<file path="src/hdl/x86enc_pkg.sv">
`timescale 1ns / 1ps
// ----------------------------------------------------------------------------
// x86enc_pkg
// Shared types and constants for the x86-64 instruction encoder.
// ----------------------------------------------------------------------------
package x86enc_pkg;

  // Longest instruction form in bytes, length field width, and queue depth
  localparam int unsigned MAX_BYTES       = 10;
  localparam int unsigned LEN_W           = 4;
  localparam int unsigned IEC_QUEUE_DEPTH = 2;

  typedef enum logic [4:0] {
    OP_MOV_IMM64    = 5'd0,
    OP_MOV_IMM32    = 5'd1,
    OP_MOV_REG_REG  = 5'd2,
    OP_LOAD         = 5'd3,
    OP_STORE        = 5'd4,
    OP_ADD_RR       = 5'd5,
    OP_ADD_IMM32    = 5'd6,
    OP_SUB_RR       = 5'd7,
    OP_SUB_IMM32    = 5'd8,
    OP_IMUL_RR      = 5'd9,
    OP_XOR_RR       = 5'd10,
    OP_CMP_RR       = 5'd11,
    OP_CMP_IMM32    = 5'd12,
    OP_TEST_RR      = 5'd13,
    OP_LEA          = 5'd14,
    OP_SHL_IMM8     = 5'd15,
    OP_SHR_IMM8     = 5'd16,
    OP_SAR_IMM8     = 5'd17,
    OP_NEG          = 5'd18,
    OP_CQO          = 5'd19,
    OP_IDIV         = 5'd20,
    OP_RET          = 5'd21,
    OP_JMP_REL32    = 5'd22,
    OP_JCC_REL32    = 5'd23,
    OP_CALL_REL32   = 5'd24,
    OP_CALL_REG     = 5'd25,
    OP_PUSH         = 5'd26,
    OP_POP          = 5'd27,
    OP_SUB_RSP_IMM8 = 5'd28,
    OP_ADD_RSP_IMM8 = 5'd29
  } op_t;

  // Encoding shape chosen by the classifier
  typedef enum logic [2:0] {
    FORM_NONE,
    FORM_REG,
    FORM_IMUL,
    FORM_MEM,
    FORM_RAW
  } form_t;

  // One encoded instruction: byte k sits at bits [8k+7:8k]
  typedef struct packed {
    logic [8*MAX_BYTES-1:0] bytes;
    logic [LEN_W-1:0]       len;
  } entry_t;

  localparam logic [7:0] BYTE_REX_W   = 8'h48;
  localparam logic [7:0] BYTE_REX_B   = 8'h41;
  localparam logic [7:0] BYTE_MOV_I   = 8'hC7;
  localparam logic [7:0] BYTE_MOV_LD  = 8'h8B;
  localparam logic [7:0] BYTE_MOV_ST  = 8'h89;
  localparam logic [7:0] BYTE_LEA     = 8'h8D;
  localparam logic [7:0] BYTE_ALU_I   = 8'h81;
  localparam logic [7:0] BYTE_SHIFT_I = 8'hC1;
  localparam logic [7:0] BYTE_GRP3    = 8'hF7;
  localparam logic [7:0] BYTE_ESC     = 8'h0F;
  localparam logic [7:0] BYTE_IMUL    = 8'hAF;
  localparam logic [7:0] BYTE_JMP     = 8'hE9;
  localparam logic [7:0] BYTE_MOV_RI  = 8'hB8;
  localparam logic [7:0] BYTE_ADD     = 8'h01;
  localparam logic [7:0] BYTE_SUB     = 8'h29;
  localparam logic [7:0] BYTE_XOR     = 8'h31;
  localparam logic [7:0] BYTE_CMP     = 8'h39;
  localparam logic [7:0] BYTE_TEST    = 8'h85;
  localparam logic [7:0] BYTE_CQO     = 8'h99;
  localparam logic [7:0] BYTE_RET     = 8'hC3;
  localparam logic [7:0] BYTE_JCC     = 8'h80;
  localparam logic [7:0] BYTE_CALL    = 8'hE8;
  localparam logic [7:0] BYTE_GRP5    = 8'hFF;
  localparam logic [7:0] BYTE_PUSH    = 8'h50;
  localparam logic [7:0] BYTE_POP     = 8'h58;
  localparam logic [7:0] BYTE_ALU_I8  = 8'h83;
  localparam logic [7:0] BYTE_RSP_SUB = 8'hEC;
  localparam logic [7:0] BYTE_RSP_ADD = 8'hC4;
  localparam logic [7:0] BYTE_SIB_RSP = 8'h24;

endpackage

</file>
<file path="src/hdl/x86enc_front.sv">
`timescale 1ns / 1ps
// ----------------------------------------------------------------------------
// x86enc_front
// Classifies one request and assembles its full byte string and length.
// ----------------------------------------------------------------------------
module x86enc_front
  import x86enc_pkg::*;
(
  input  logic [4:0]  operation,
  input  logic [3:0]  first_reg,
  input  logic [3:0]  second_reg,
  input  logic [63:0] immediate,
  input  logic [31:0] displacement,
  input  logic [7:0]  small_count,
  input  logic [3:0]  cond_code,
  output entry_t      entry,
  output logic        entry_ok
);

  form_t       form;
  logic [7:0]  opc;
  logic [3:0]  rf;
  logic [3:0]  mf;
  logic [31:0] tail;
  logic [3:0]  tail_len;
  logic [79:0] raw;
  logic [3:0]  raw_len;

  logic [7:0]  rex;
  logic [7:0]  modrm_reg;
  logic [7:0]  modrm_mem;
  logic [1:0]  mode;
  logic        sib;
  logic [31:0] dsp;
  logic [3:0]  dsp_len;
  logic [39:0] after3;
  logic        disp8_ok;

  // Classification: which shape, which opcode, which register fields
  always_comb begin
    form     = FORM_NONE;
    opc      = '0;
    rf       = '0;
    mf       = first_reg;
    tail     = '0;
    tail_len = '0;
    raw      = '0;
    raw_len  = '0;
    unique case (op_t'(operation))
      OP_MOV_IMM64: begin
        form    = FORM_RAW;
        raw     = {immediate, BYTE_MOV_RI + {5'd0, first_reg[2:0]},
                   BYTE_REX_W | {7'd0, first_reg[3]}};
        raw_len = 4'd10;
      end
      OP_MOV_IMM32: begin
        form = FORM_REG; opc = BYTE_MOV_I; tail = immediate[31:0]; tail_len = 4'd4;
      end
      OP_MOV_REG_REG: begin form = FORM_REG; opc = BYTE_MOV_ST; rf = second_reg; end
      OP_LOAD: begin
        form = FORM_MEM; opc = BYTE_MOV_LD; rf = first_reg; mf = second_reg;
      end
      OP_STORE: begin
        form = FORM_MEM; opc = BYTE_MOV_ST; rf = first_reg; mf = second_reg;
      end
      OP_ADD_RR: begin form = FORM_REG; opc = BYTE_ADD; rf = second_reg; end
      OP_ADD_IMM32: begin
        form = FORM_REG; opc = BYTE_ALU_I; tail = immediate[31:0]; tail_len = 4'd4;
      end
      OP_SUB_RR: begin form = FORM_REG; opc = BYTE_SUB; rf = second_reg; end
      OP_SUB_IMM32: begin
        form = FORM_REG; opc = BYTE_ALU_I; rf = 4'd5;
        tail = immediate[31:0]; tail_len = 4'd4;
      end
      OP_IMUL_RR: begin form = FORM_IMUL; rf = first_reg; mf = second_reg; end
      OP_XOR_RR: begin form = FORM_REG; opc = BYTE_XOR; rf = second_reg; end
      OP_CMP_RR: begin form = FORM_REG; opc = BYTE_CMP; rf = second_reg; end
      OP_CMP_IMM32: begin
        form = FORM_REG; opc = BYTE_ALU_I; rf = 4'd7;
        tail = immediate[31:0]; tail_len = 4'd4;
      end
      OP_TEST_RR: begin form = FORM_REG; opc = BYTE_TEST; rf = second_reg; end
      OP_LEA: begin
        form = FORM_MEM; opc = BYTE_LEA; rf = first_reg; mf = second_reg;
      end
      OP_SHL_IMM8: begin
        form = FORM_REG; opc = BYTE_SHIFT_I; rf = 4'd4;
        tail = {24'd0, small_count}; tail_len = 4'd1;
      end
      OP_SHR_IMM8: begin
        form = FORM_REG; opc = BYTE_SHIFT_I; rf = 4'd5;
        tail = {24'd0, small_count}; tail_len = 4'd1;
      end
      OP_SAR_IMM8: begin
        form = FORM_REG; opc = BYTE_SHIFT_I; rf = 4'd7;
        tail = {24'd0, small_count}; tail_len = 4'd1;
      end
      OP_NEG: begin form = FORM_REG; opc = BYTE_GRP3; rf = 4'd3; end
      OP_CQO: begin
        form = FORM_RAW; raw = {64'd0, BYTE_CQO, BYTE_REX_W}; raw_len = 4'd2;
      end
      OP_IDIV: begin form = FORM_REG; opc = BYTE_GRP3; rf = 4'd7; end
      OP_RET: begin form = FORM_RAW; raw = {72'd0, BYTE_RET}; raw_len = 4'd1; end
      OP_JMP_REL32: begin
        form = FORM_RAW; raw = {72'd0, BYTE_JMP}; raw_len = 4'd5;
      end
      OP_JCC_REL32: begin
        form    = FORM_RAW;
        raw     = {64'd0, BYTE_JCC | {4'd0, cond_code}, BYTE_ESC};
        raw_len = 4'd6;
      end
      OP_CALL_REL32: begin
        form = FORM_RAW; raw = {72'd0, BYTE_CALL}; raw_len = 4'd5;
      end
      OP_CALL_REG: begin form = FORM_REG; opc = BYTE_GRP5; rf = 4'd2; end
      OP_PUSH, OP_POP: begin
        form = FORM_RAW;
        opc  = (op_t'(operation) == OP_PUSH) ? BYTE_PUSH : BYTE_POP;
        if (first_reg[3]) begin
          raw     = {64'd0, opc + {5'd0, first_reg[2:0]}, BYTE_REX_B};
          raw_len = 4'd2;
        end else begin
          raw     = {72'd0, opc + {5'd0, first_reg[2:0]}};
          raw_len = 4'd1;
        end
      end
      OP_SUB_RSP_IMM8: begin
        form    = FORM_RAW;
        raw     = {48'd0, small_count, BYTE_RSP_SUB, BYTE_ALU_I8, BYTE_REX_W};
        raw_len = 4'd4;
      end
      OP_ADD_RSP_IMM8: begin
        form    = FORM_RAW;
        raw     = {48'd0, small_count, BYTE_RSP_ADD, BYTE_ALU_I8, BYTE_REX_W};
        raw_len = 4'd4;
      end
      default: form = FORM_NONE;
    endcase
  end

  // Memory addressing: mod from displacement, rbp/r13 base never takes mod 0
  assign disp8_ok  = (displacement[31:7] == '0) || (displacement[31:7] == '1);
  assign sib       = (mf[2:0] == 3'd4);

  always_comb begin
    if ((displacement == '0) && (mf[2:0] != 3'd5)) begin
      mode    = 2'd0;
      dsp     = '0;
      dsp_len = 4'd0;
    end else if (disp8_ok) begin
      mode    = 2'd1;
      dsp     = {24'd0, displacement[7:0]};
      dsp_len = 4'd1;
    end else begin
      mode    = 2'd2;
      dsp     = displacement;
      dsp_len = 4'd4;
    end
    after3 = sib ? {dsp, BYTE_SIB_RSP} : {8'd0, dsp};
  end

  assign rex       = {4'h4, 1'b1, rf[3], 1'b0, mf[3]};
  assign modrm_reg = {2'b11, rf[2:0], mf[2:0]};
  assign modrm_mem = {mode, rf[2:0], mf[2:0]};

  // Assembly
  always_comb begin
    unique case (form)
      FORM_REG: begin
        entry.bytes = {24'd0, tail, modrm_reg, opc, rex};
        entry.len   = 4'd3 + tail_len;
      end
      FORM_IMUL: begin
        entry.bytes = {48'd0, modrm_reg, BYTE_IMUL, BYTE_ESC, rex};
        entry.len   = 4'd4;
      end
      FORM_MEM: begin
        entry.bytes = {16'd0, after3, modrm_mem, opc, rex};
        entry.len   = 4'd3 + {3'd0, sib} + dsp_len;
      end
      FORM_RAW: begin
        entry.bytes = raw;
        entry.len   = raw_len;
      end
      default: begin
        entry.bytes = '0;
        entry.len   = '0;
      end
    endcase
  end

  assign entry_ok = (entry.len != '0);

endmodule

</file>
<file path="src/hdl/x86enc_queue.sv">
`timescale 1ns / 1ps
// ----------------------------------------------------------------------------
// x86enc_queue
// Short FIFO of encoded instructions between the front and back parts.
// ----------------------------------------------------------------------------
module x86enc_queue
  import x86enc_pkg::*;
#(
  parameter int unsigned DEPTH = IEC_QUEUE_DEPTH
) (
  input  logic   clk,
  input  logic   rst,
  input  logic   wr_en,
  input  entry_t wr_data,
  output logic   full,
  input  logic   rd_en,
  output entry_t rd_data,
  output logic   empty
);

  localparam int unsigned PTR_W = (DEPTH > 1) ? $clog2(DEPTH) : 1;
  localparam int unsigned CNT_W = $clog2(DEPTH + 1);

  entry_t             slots [DEPTH];
  logic [PTR_W-1:0]   wr_ptr;
  logic [PTR_W-1:0]   rd_ptr;
  logic [CNT_W-1:0]   count;

  assign full    = (count == CNT_W'(DEPTH));
  assign empty   = (count == '0);
  assign rd_data = slots[rd_ptr];

  always_ff @(posedge clk) begin
    if (wr_en) begin
      slots[wr_ptr] <= wr_data;
    end
  end

  always_ff @(posedge clk) begin
    if (rst) begin
      wr_ptr <= '0;
      rd_ptr <= '0;
      count  <= '0;
    end else begin
      if (wr_en) begin
        wr_ptr <= (wr_ptr == PTR_W'(DEPTH - 1)) ? '0 : wr_ptr + 1'b1;
      end
      if (rd_en) begin
        rd_ptr <= (rd_ptr == PTR_W'(DEPTH - 1)) ? '0 : rd_ptr + 1'b1;
      end
      if (wr_en && !rd_en) begin
        count <= count + 1'b1;
      end else if (rd_en && !wr_en) begin
        count <= count - 1'b1;
      end
    end
  end

endmodule

</file>
<file path="src/hdl/x86enc_back.sv">
`timescale 1ns / 1ps
// ----------------------------------------------------------------------------
// x86enc_back
// Serializes one queued instruction a byte per transaction.
// ----------------------------------------------------------------------------
module x86enc_back
  import x86enc_pkg::*;
(
  input  logic       clk,
  input  logic       rst,
  input  entry_t     q_data,
  input  logic       q_empty,
  output logic       q_rd,
  output logic [7:0] code_byte,
  output logic       last_byte,
  output logic       empty,
  input  logic       pop
);

  logic                   cur_valid;
  logic [8*MAX_BYTES-1:0] cur_bytes;
  logic [LEN_W-1:0]       remain;
  logic                   take;

  // Load a new entry when idle or when the final byte leaves
  assign take      = !cur_valid || (pop && (remain == LEN_W'(1)));
  assign q_rd      = take && !q_empty;
  assign code_byte = cur_bytes[7:0];
  assign last_byte = (remain == LEN_W'(1));
  assign empty     = !cur_valid;

  always_ff @(posedge clk) begin
    if (rst) begin
      cur_valid <= 1'b0;
      remain    <= '0;
    end else if (take) begin
      cur_valid <= !q_empty;
      remain    <= q_empty ? '0 : q_data.len;
    end else if (pop) begin
      remain    <= remain - 1'b1;
    end
  end

  always_ff @(posedge clk) begin
    if (q_rd) begin
      cur_bytes <= q_data.bytes;
    end else if (pop && cur_valid) begin
      cur_bytes <= cur_bytes >> 8;
    end
  end

endmodule

</file>
<file path="src/hdl/x86_64_instruction_encoder_unit.sv">
`timescale 1ns / 1ps
// ----------------------------------------------------------------------------
// x86_64_instruction_encoder_unit
// Encodes one instruction request per transaction into x86-64 machine code.
// ----------------------------------------------------------------------------
// Input channel: present a request on operation/first_reg/second_reg/
// immediate/displacement/small_count/cond_code with push high; it is taken
// on a clock edge where full is low. Requests with an unused operation code
// are taken and produce no bytes.
// Output channel: while empty is low, code_byte holds the next machine code
// byte and last_byte marks the final byte of its instruction; each edge with
// pop high moves one byte.
// When the block is idle, a taken request is written into the queue and
// then loaded into the back part's output register, where its first byte
// shows. The output moves one byte per cycle while pop is high, so an
// instruction of L bytes (1 to 10) leaves in L pops, and one-byte requests
// can stream every cycle. The back part's byte serializer sets that rate.
// A stalled receiver freezes the current byte; the front keeps accepting
// requests until the QUEUE_DEPTH-entry queue fills, then raises full.
// Reset (rst, synchronous) drops everything queued and in flight.
// ----------------------------------------------------------------------------
module x86_64_instruction_encoder_unit
  import x86enc_pkg::*;
#(
  parameter int unsigned QUEUE_DEPTH = IEC_QUEUE_DEPTH
) (
  input  logic        clk,
  input  logic        rst,
  input  logic        push,
  output logic        full,
  input  logic [4:0]  operation,
  input  logic [3:0]  first_reg,
  input  logic [3:0]  second_reg,
  input  logic [63:0] immediate,
  input  logic [31:0] displacement,
  input  logic [7:0]  small_count,
  input  logic [3:0]  cond_code,
  output logic        empty,
  input  logic        pop,
  output logic [7:0]  code_byte,
  output logic        last_byte
);

  entry_t enc_entry;
  logic   enc_ok;
  logic   q_wr;
  entry_t q_data;
  logic   q_empty;
  logic   q_rd;

  // Front: decode and assemble the whole byte string in one pass
  x86enc_front u_front (
    .operation    (operation),
    .first_reg    (first_reg),
    .second_reg   (second_reg),
    .immediate    (immediate),
    .displacement (displacement),
    .small_count  (small_count),
    .cond_code    (cond_code),
    .entry        (enc_entry),
    .entry_ok     (enc_ok)
  );

  // Only requests that emit bytes take a queue slot
  assign q_wr = push && !full && enc_ok;

  x86enc_queue #(
    .DEPTH (QUEUE_DEPTH)
  ) u_queue (
    .clk     (clk),
    .rst     (rst),
    .wr_en   (q_wr),
    .wr_data (enc_entry),
    .full    (full),
    .rd_en   (q_rd),
    .rd_data (q_data),
    .empty   (q_empty)
  );

  // Back: output register holding the current instruction, shifted per byte
  x86enc_back u_back (
    .clk       (clk),
    .rst       (rst),
    .q_data    (q_data),
    .q_empty   (q_empty),
    .q_rd      (q_rd),
    .code_byte (code_byte),
    .last_byte (last_byte),
    .empty     (empty),
    .pop       (pop)
  );

endmodule

</file>
<file path="config.mk">
export PLATFORM = sky130hd
export DESIGN_NAME = x86_64_instruction_encoder_unit
export DESIGN_NICKNAME = d
export VERILOG_FILES = /design/src/hdl/x86enc_pkg.sv /design/src/hdl/x86enc_front.sv /design/src/hdl/x86enc_queue.sv /design/src/hdl/x86enc_back.sv /design/src/hdl/x86_64_instruction_encoder_unit.sv
export SDC_FILE = /design/constraint.sdc
export NUM_CORES = 1
export LEC_CHECK = 0
export BUFFER_PORTS_ARGS = -buffer_cell sky130_fd_sc_hd__buf_4
export CAP_MARGIN = 40
export CORE_MARGIN = 10
export CORE_UTILIZATION = 35
export CTS_CLUSTER_DIAMETER = 30
export DETAILED_ROUTE_END_ITERATION = 16
export PLACE_DENSITY = 0.49
export SLEW_MARGIN = 20
export SYNTH_ARGS = -nofsm -noshare
export SYNTH_HDL_FRONTEND = slang
export SYNTH_HIERARCHICAL = 1
export SYNTH_SLANG_ARGS = --single-unit
</file>
<file path="constraint.sdc">
create_clock -name clk -period 15.5 [get_ports clk]
set_clock_uncertainty 0.2 [all_clocks]
set_input_delay 0.775 -clock clk [delete_from_list [all_inputs] [get_ports clk]]
set_output_delay 0.775 -clock clk [all_outputs]
set_load 0.02 [all_outputs]
</file>
## Word level (Yosys, flattened, before mapping)

Memories as Yosys holds them, arrays and structs flattened. A register that Yosys moved wholly into a read port is not among the register bits.
Cells that the tools add are included.

- Bits of input ports: 125
- Logic and storage cells: 125
- Memories kept: 1
- Bits in writable memories: 168
- Flip-flop bits (word level): 89
- Output and inout port bits: 11

- Reductions and logical operators: 38
- Add/subtract/negate cells: 10
- Equality and inequality tests: 38
- Mux-type cells: 32

Memories:

| name | depth | width | read ports | clocked after memory_dff | write ports | RTL line | text |
|---|---|---|---|---|---|---|---|
| u_queue.slots | 2 | 84 | 1 | 1 | 1 | x86enc_queue.sv:24 | `entry_t slots [DEPTH];` |

Operators by type and width:

| kind | number |
|---|---|
| case mux 80 bit (9 select lines) | 1 |
| case mux 84 bit (4 select lines) | 1 |
| 2-to-1 mux 80 bit | 2 |
| case mux 8 bit (14 select lines) | 1 |
| equality test 5 bit (second input constant) | 14 |
| 2-to-1 mux 32 bit | 2 |
| case mux 32 bit (2 select lines) | 1 |
| case mux 4 bit (7 select lines) | 2 |
| equality test 5 x 4 -> 1 bit (second input constant) | 8 |
| 2-to-1 mux 40 bit | 1 |
| logical NOT 32 bit | 1 |
| equality test 25 bit (second input constant) | 1 |
| logical NOT 25 bit | 1 |
| 2-to-1 mux 4 bit | 6 |
| equality test 5 x 3 -> 1 bit (second input constant) | 4 |
| 2-to-1 mux 16 bit | 1 |
| OR reduction 16 bit | 1 |
| case mux 3 bit (4 select lines) | 1 |
| OR reduction 2 bit | 6 |
| OR reduction 3 bit | 4 |
| equality test 5 x 2 -> 1 bit (second input constant) | 2 |
| 2-to-1 mux 2 bit | 5 |
| OR reduction 10 bit | 1 |
| adder 8 x 3 -> 8 bit | 1 |
| other kinds (27) | 50 |

## Logic depth before layout (Yosys ltp)

- Depth in word-level cells: 14
- Mapped depth: 19
- Gate-level depth less buffers: 17

## By module

The synthesis kept the hierarchy.

Modules (own cells, without submodules):

| module | instances | sequential area each (um2) | area an instance (um2) | cells an instance |
|---|---|---|---|---|
| x86enc_queue | 1 | 5,144.9 | 6,287.3 | 283 |
| x86enc_back | 1 | 2,502.4 | 3,783.6 | 221 |
| x86enc_front | 1 | 0.0 | 2,762.6 | 411 |
| x86_64_instruction_encoder_unit | 1 | 0.0 | 8.8 | 1 |

## Least setup slack after synthesis

No wires, ideal clock.

- Kind: in2reg
- Start point: input port operation[3]
- End point: memory u_queue/slots[0][0] (netlist name), enable pin
- Path buffers: 1
- Path slack: 7.693 ns
- Data required time: 14.763 ns
- Setup time: 0.537 ns
- Cell stages on the path: 15
- Arrival time: 7.069 ns
- Path through: buf_6 or4b_4 o211ai_1 nand4_1 and4_1 or2_2 ha_1 inv_1 ha_1 nand2_1 o32ai_1 a221o_1 or4_1 and3b_1 nor2b_1

RTL lines:

| what | RTL line | text |
|---|---|---|
| start: declaration | x86_64_instruction_encoder_unit.sv:31 | `input logic [4:0] operation,` |
| end: declaration | x86enc_queue.sv:24 |  |

==> results.py <==
metrics = {
    "status": {
        "status": "complete, no violations",
    },
    "clocking": {
        "clkTransAtPathRegs_ps": 40,
        "cts_setup_buffers": 0,
        "cts_tree": "built",
        "clock_path_buffers": 3,
        "cts_resized": 0,
        "numCtsBuffers": 59,
        "cts_hold_buffers": 0,
        "clock_sinks": 258,
        "clockRootBuffer": "clkbuf_16",
        "htree_levels": 2,
        "clk_latency_ps": 580,
    },
    "sta": {
        "tightestPinTransition_ps": 829.9,
        "period_share_pct": 35.27,
        "hold_viol": 0,
        "setup_viol": 0,
        "fmax_ghz": 0.1829,
        "slew_headroom_pct": 44.67,
        "rsz0062_at_grt": "no",
        "tns_ps": 0,
        "fin_crit_ps": 5467,
        "drv_slew": 0,
    },
    "layout": {
        "n_antenna_cell": 0,
        "fin_area_mm2": 0.01631,
        "layout.cells.non_filler": 1575,
        "nets": 1190,
        "drive_gt1_share_pct": 37.94,
        "final_common_cell": "edfxtp_1",
        "n_fill_cell": 3333,
        "area_growth_pct": 26.98,
        "layout_common_cells": "edfxtp_1, mux2_2, buf_4, clkbuf_16, nand2_1",
    },
    "global_routing": {
        "overflow": 0,
        "grt_pass1_wl_um": 55090,
        "grt_usage_pct": 16.11,
        "grt_max_degree": 61,
        "grt_pass1_vias": 8869,
        "antenna_found_initial": 0,
    },
    "placed_design": {
        "dp_hpwl_um": 25600,
        "globalplace.congestion": 0.8459,
        "dpl.cell_count": 1462,
        "place_area_mm2": 0.01419,
        "port_buffers": 135,
    },
    "yosys": {
        "synth_cell_types": 84,
        "synth_edf_count": 248,
        "synth_seq_cells": 258,
        "synth_top_cell_area_share_pct": 57.99,
        "synth_top_cell_by_area": "edfxtp_1",
        "synth.area.top_cells": "edfxtp_1, mux2_2, a221o_1",
        "yosys_warnings": 6,
        "syn_area_mm2": 0.01284,
        "async_flop_share_pct": 0,
        "syn_nets": 1048,
        "seq_area_frac_synth_pct": 59.55,
        "syn_inst": 916,
        "synth-main-ff-cell": "edfxtp_1",
        "syn_avg_cell_area_um2": 14.02,
    },
    "setup_path": {
        "crit_buf_inv": 4,
        "path_cells": "buf_4 > or4b_4 > o211ai_1 > nand4_1 > and4_1 > or2_2 > ha_1 > inv_1 > ha_1 > nand2_1 > o32ai_1 > a221o_1 > or4_1 > and3b_1 > nor2b_4 > buf_4 > buf_12",
        "slowest_stage": "buf_4",
        "cpPeakStageDelay_ps": 580,
        "crit_family": "simple AND/OR/NAND/NOR gates",
        "r2r-start": "u_queue/count[0]$_SDFFE_PP0P_",
        "reg2reg_to": "u_queue/slots[0][37]$_DFFE_PP_",
        "startpoint_type": "input port",
        "rrSetupSlack_ps": 12570,
        "cp_max_fo": 48,
        "cp.required_ps": 15560,
        "cp_data_arrival_time_ps": 5520,
        "r2r_cells": 5,
        "endpoint_kind": "flop",
        "path_class": "in2reg",
    },
    "detailed_routing": {
        "vias": 8592,
        "drt_iter0_drc": 947,
        "drt_pass1_iterations": 6,
        "wl_per_cell_um": 23.43,
        "totalWireLength_um": 36900,
        "vias_per_cell": 5.455,
        "drc": 0,
        "antenna_left": 0,
    },
    "floorplan": {
        "initial_core_util_pct": 35.25,
        "core_area_mm2": 0.03643,
        "die-height_um": 211.6,
        "io_pins": 136,
        "rows": 70,
        "die-area_mm2": 0.04475,
        "die_w_um": 211.6,
    },
    "job": {
        "drv_cap": 0,
    },
    "hold_path": {
        "hold_path.class": "in2reg",
        "whs_path_depth": 2,
        "worstHoldStart": "pop",
        "holdPathEnd": "u_back/remain[1]$_SDFFE_PP0P_",
    },
    "pwr": {
        "cellLeakagePower_nw": 5.930,
        "p_total_mw": 3.162,
        "power_density_mw_per_mm2": 193.9,
        "peakVddDrop_uv": 112.7,
    },
}
## worst reg2reg max path: cells and delay by family (launching register included)
kind	cells	cell delay, ps
simple gates	3	1100
buf+inv	2	890
flops	1	390
## layer usage
layer / up-vias / routed length [um] / GRT usage (%)
li1: 3950 / - / -
met1: 4293 / 16130 / 21.03
met2: 279 / 17570 / 25.95
met3: 70 / 2206 / 3.549
met4: 0 / 991 / 5.356
met5: - / 0 / 0
## power by group
group          switching [mW]  total [mW]  internal, mW
Sequential             0.0738        1.13          1.06
Combinational           0.400       0.763         0.363
Clock                   0.380        1.26         0.884
Total                   0.854        3.16          2.31
## flip-flops by register name, summed over array words and instances (netlist names), named ones only
signal / count
u_queue/rd_ptr: 1
u_queue/wr_ptr: 1
u_queue/slots: 168
u_back/remain: 4
u_queue/count: 2
u_back/cur_bytes: 80
u_back/cur_valid: 1
## cell families (layout without fill, tap and decap cells)
| logic type | count (synthesis) | after routing | synth area share (%) |
|---|---|---|---|
| DFF | 258 | 258 | 59.55 |
| AOI/OAI and AO/OA | 199 | 199 | 12.17 |
| and+or+nand+nor | 199 | 199 | 8.983 |
| muxes | 160 | 160 | 14.00 |
| buffers and inverters | 86 | 277 | 4.082 |
| adders and majority gates | 7 | 7 | 0.6820 |
| xor gates and xnor gates | 7 | 7 | 0.5360 |
## cell type report
cell class	instances	area [um2]	area share, %
clock buffers	74	1584	9.714
clock inverters	36	489.2	3.000
inverters	15	56.30	0.3453
multi-input cells	572	4707	28.87
flip-flops and latches	258	7651	46.92
well taps	468	585.6	3.591
repair buffers	152	1234	7.565
## metrics by stage
step	setup slack [ps]	hold WS, ps	utilization, %
5_1_grt	9815	264.7	44.76
6_report	10030	255.0	44.76
3_5_place_dp	9442	296.4	38.95
4_1_cts	10050	236.4	44.64
3_3_place_gp	9478	279.1	38.63
2_1_floorplan	7693	261.4	-
## synth_stat cells (all sizes together), types with 11 or more instances
library cell and number:
a21oi 29, a221o 31, a22o 33, and2 15, and3 19, buf 54, clkbuf 17, edfxtp 248
inv 15, mux2 157, nand2 43, nand2b 11, nand3 14, nor2 32, o211ai 11, o21ai 28
## worst max-delay path by stage
stage / start / to / slack, ps / cells after the start
5_1_grt: operation[3] / u_queue/slots[0][45]$_DFFE_PP_ / 9820 / 17
6_report: operation[2] / u_queue/slots[0][37]$_DFFE_PP_ / 10030 / 17
3_3_place_gp: operation[2] / u_queue/slots[0][45]$_DFFE_PP_ / 9480 / 16
2_1_floorplan: operation[3] / u_queue/slots[0][0]$_DFFE_PP_ / 7690 / 15
4_1_cts: operation[2] / u_queue/slots[0][60]$_DFFE_PP_ / 10050 / 17
3_5_place_dp: operation[2] / u_queue/slots[0][45]$_DFFE_PP_ / 9440 / 17
No activity file was read; power rests on OpenSTA's default activity.
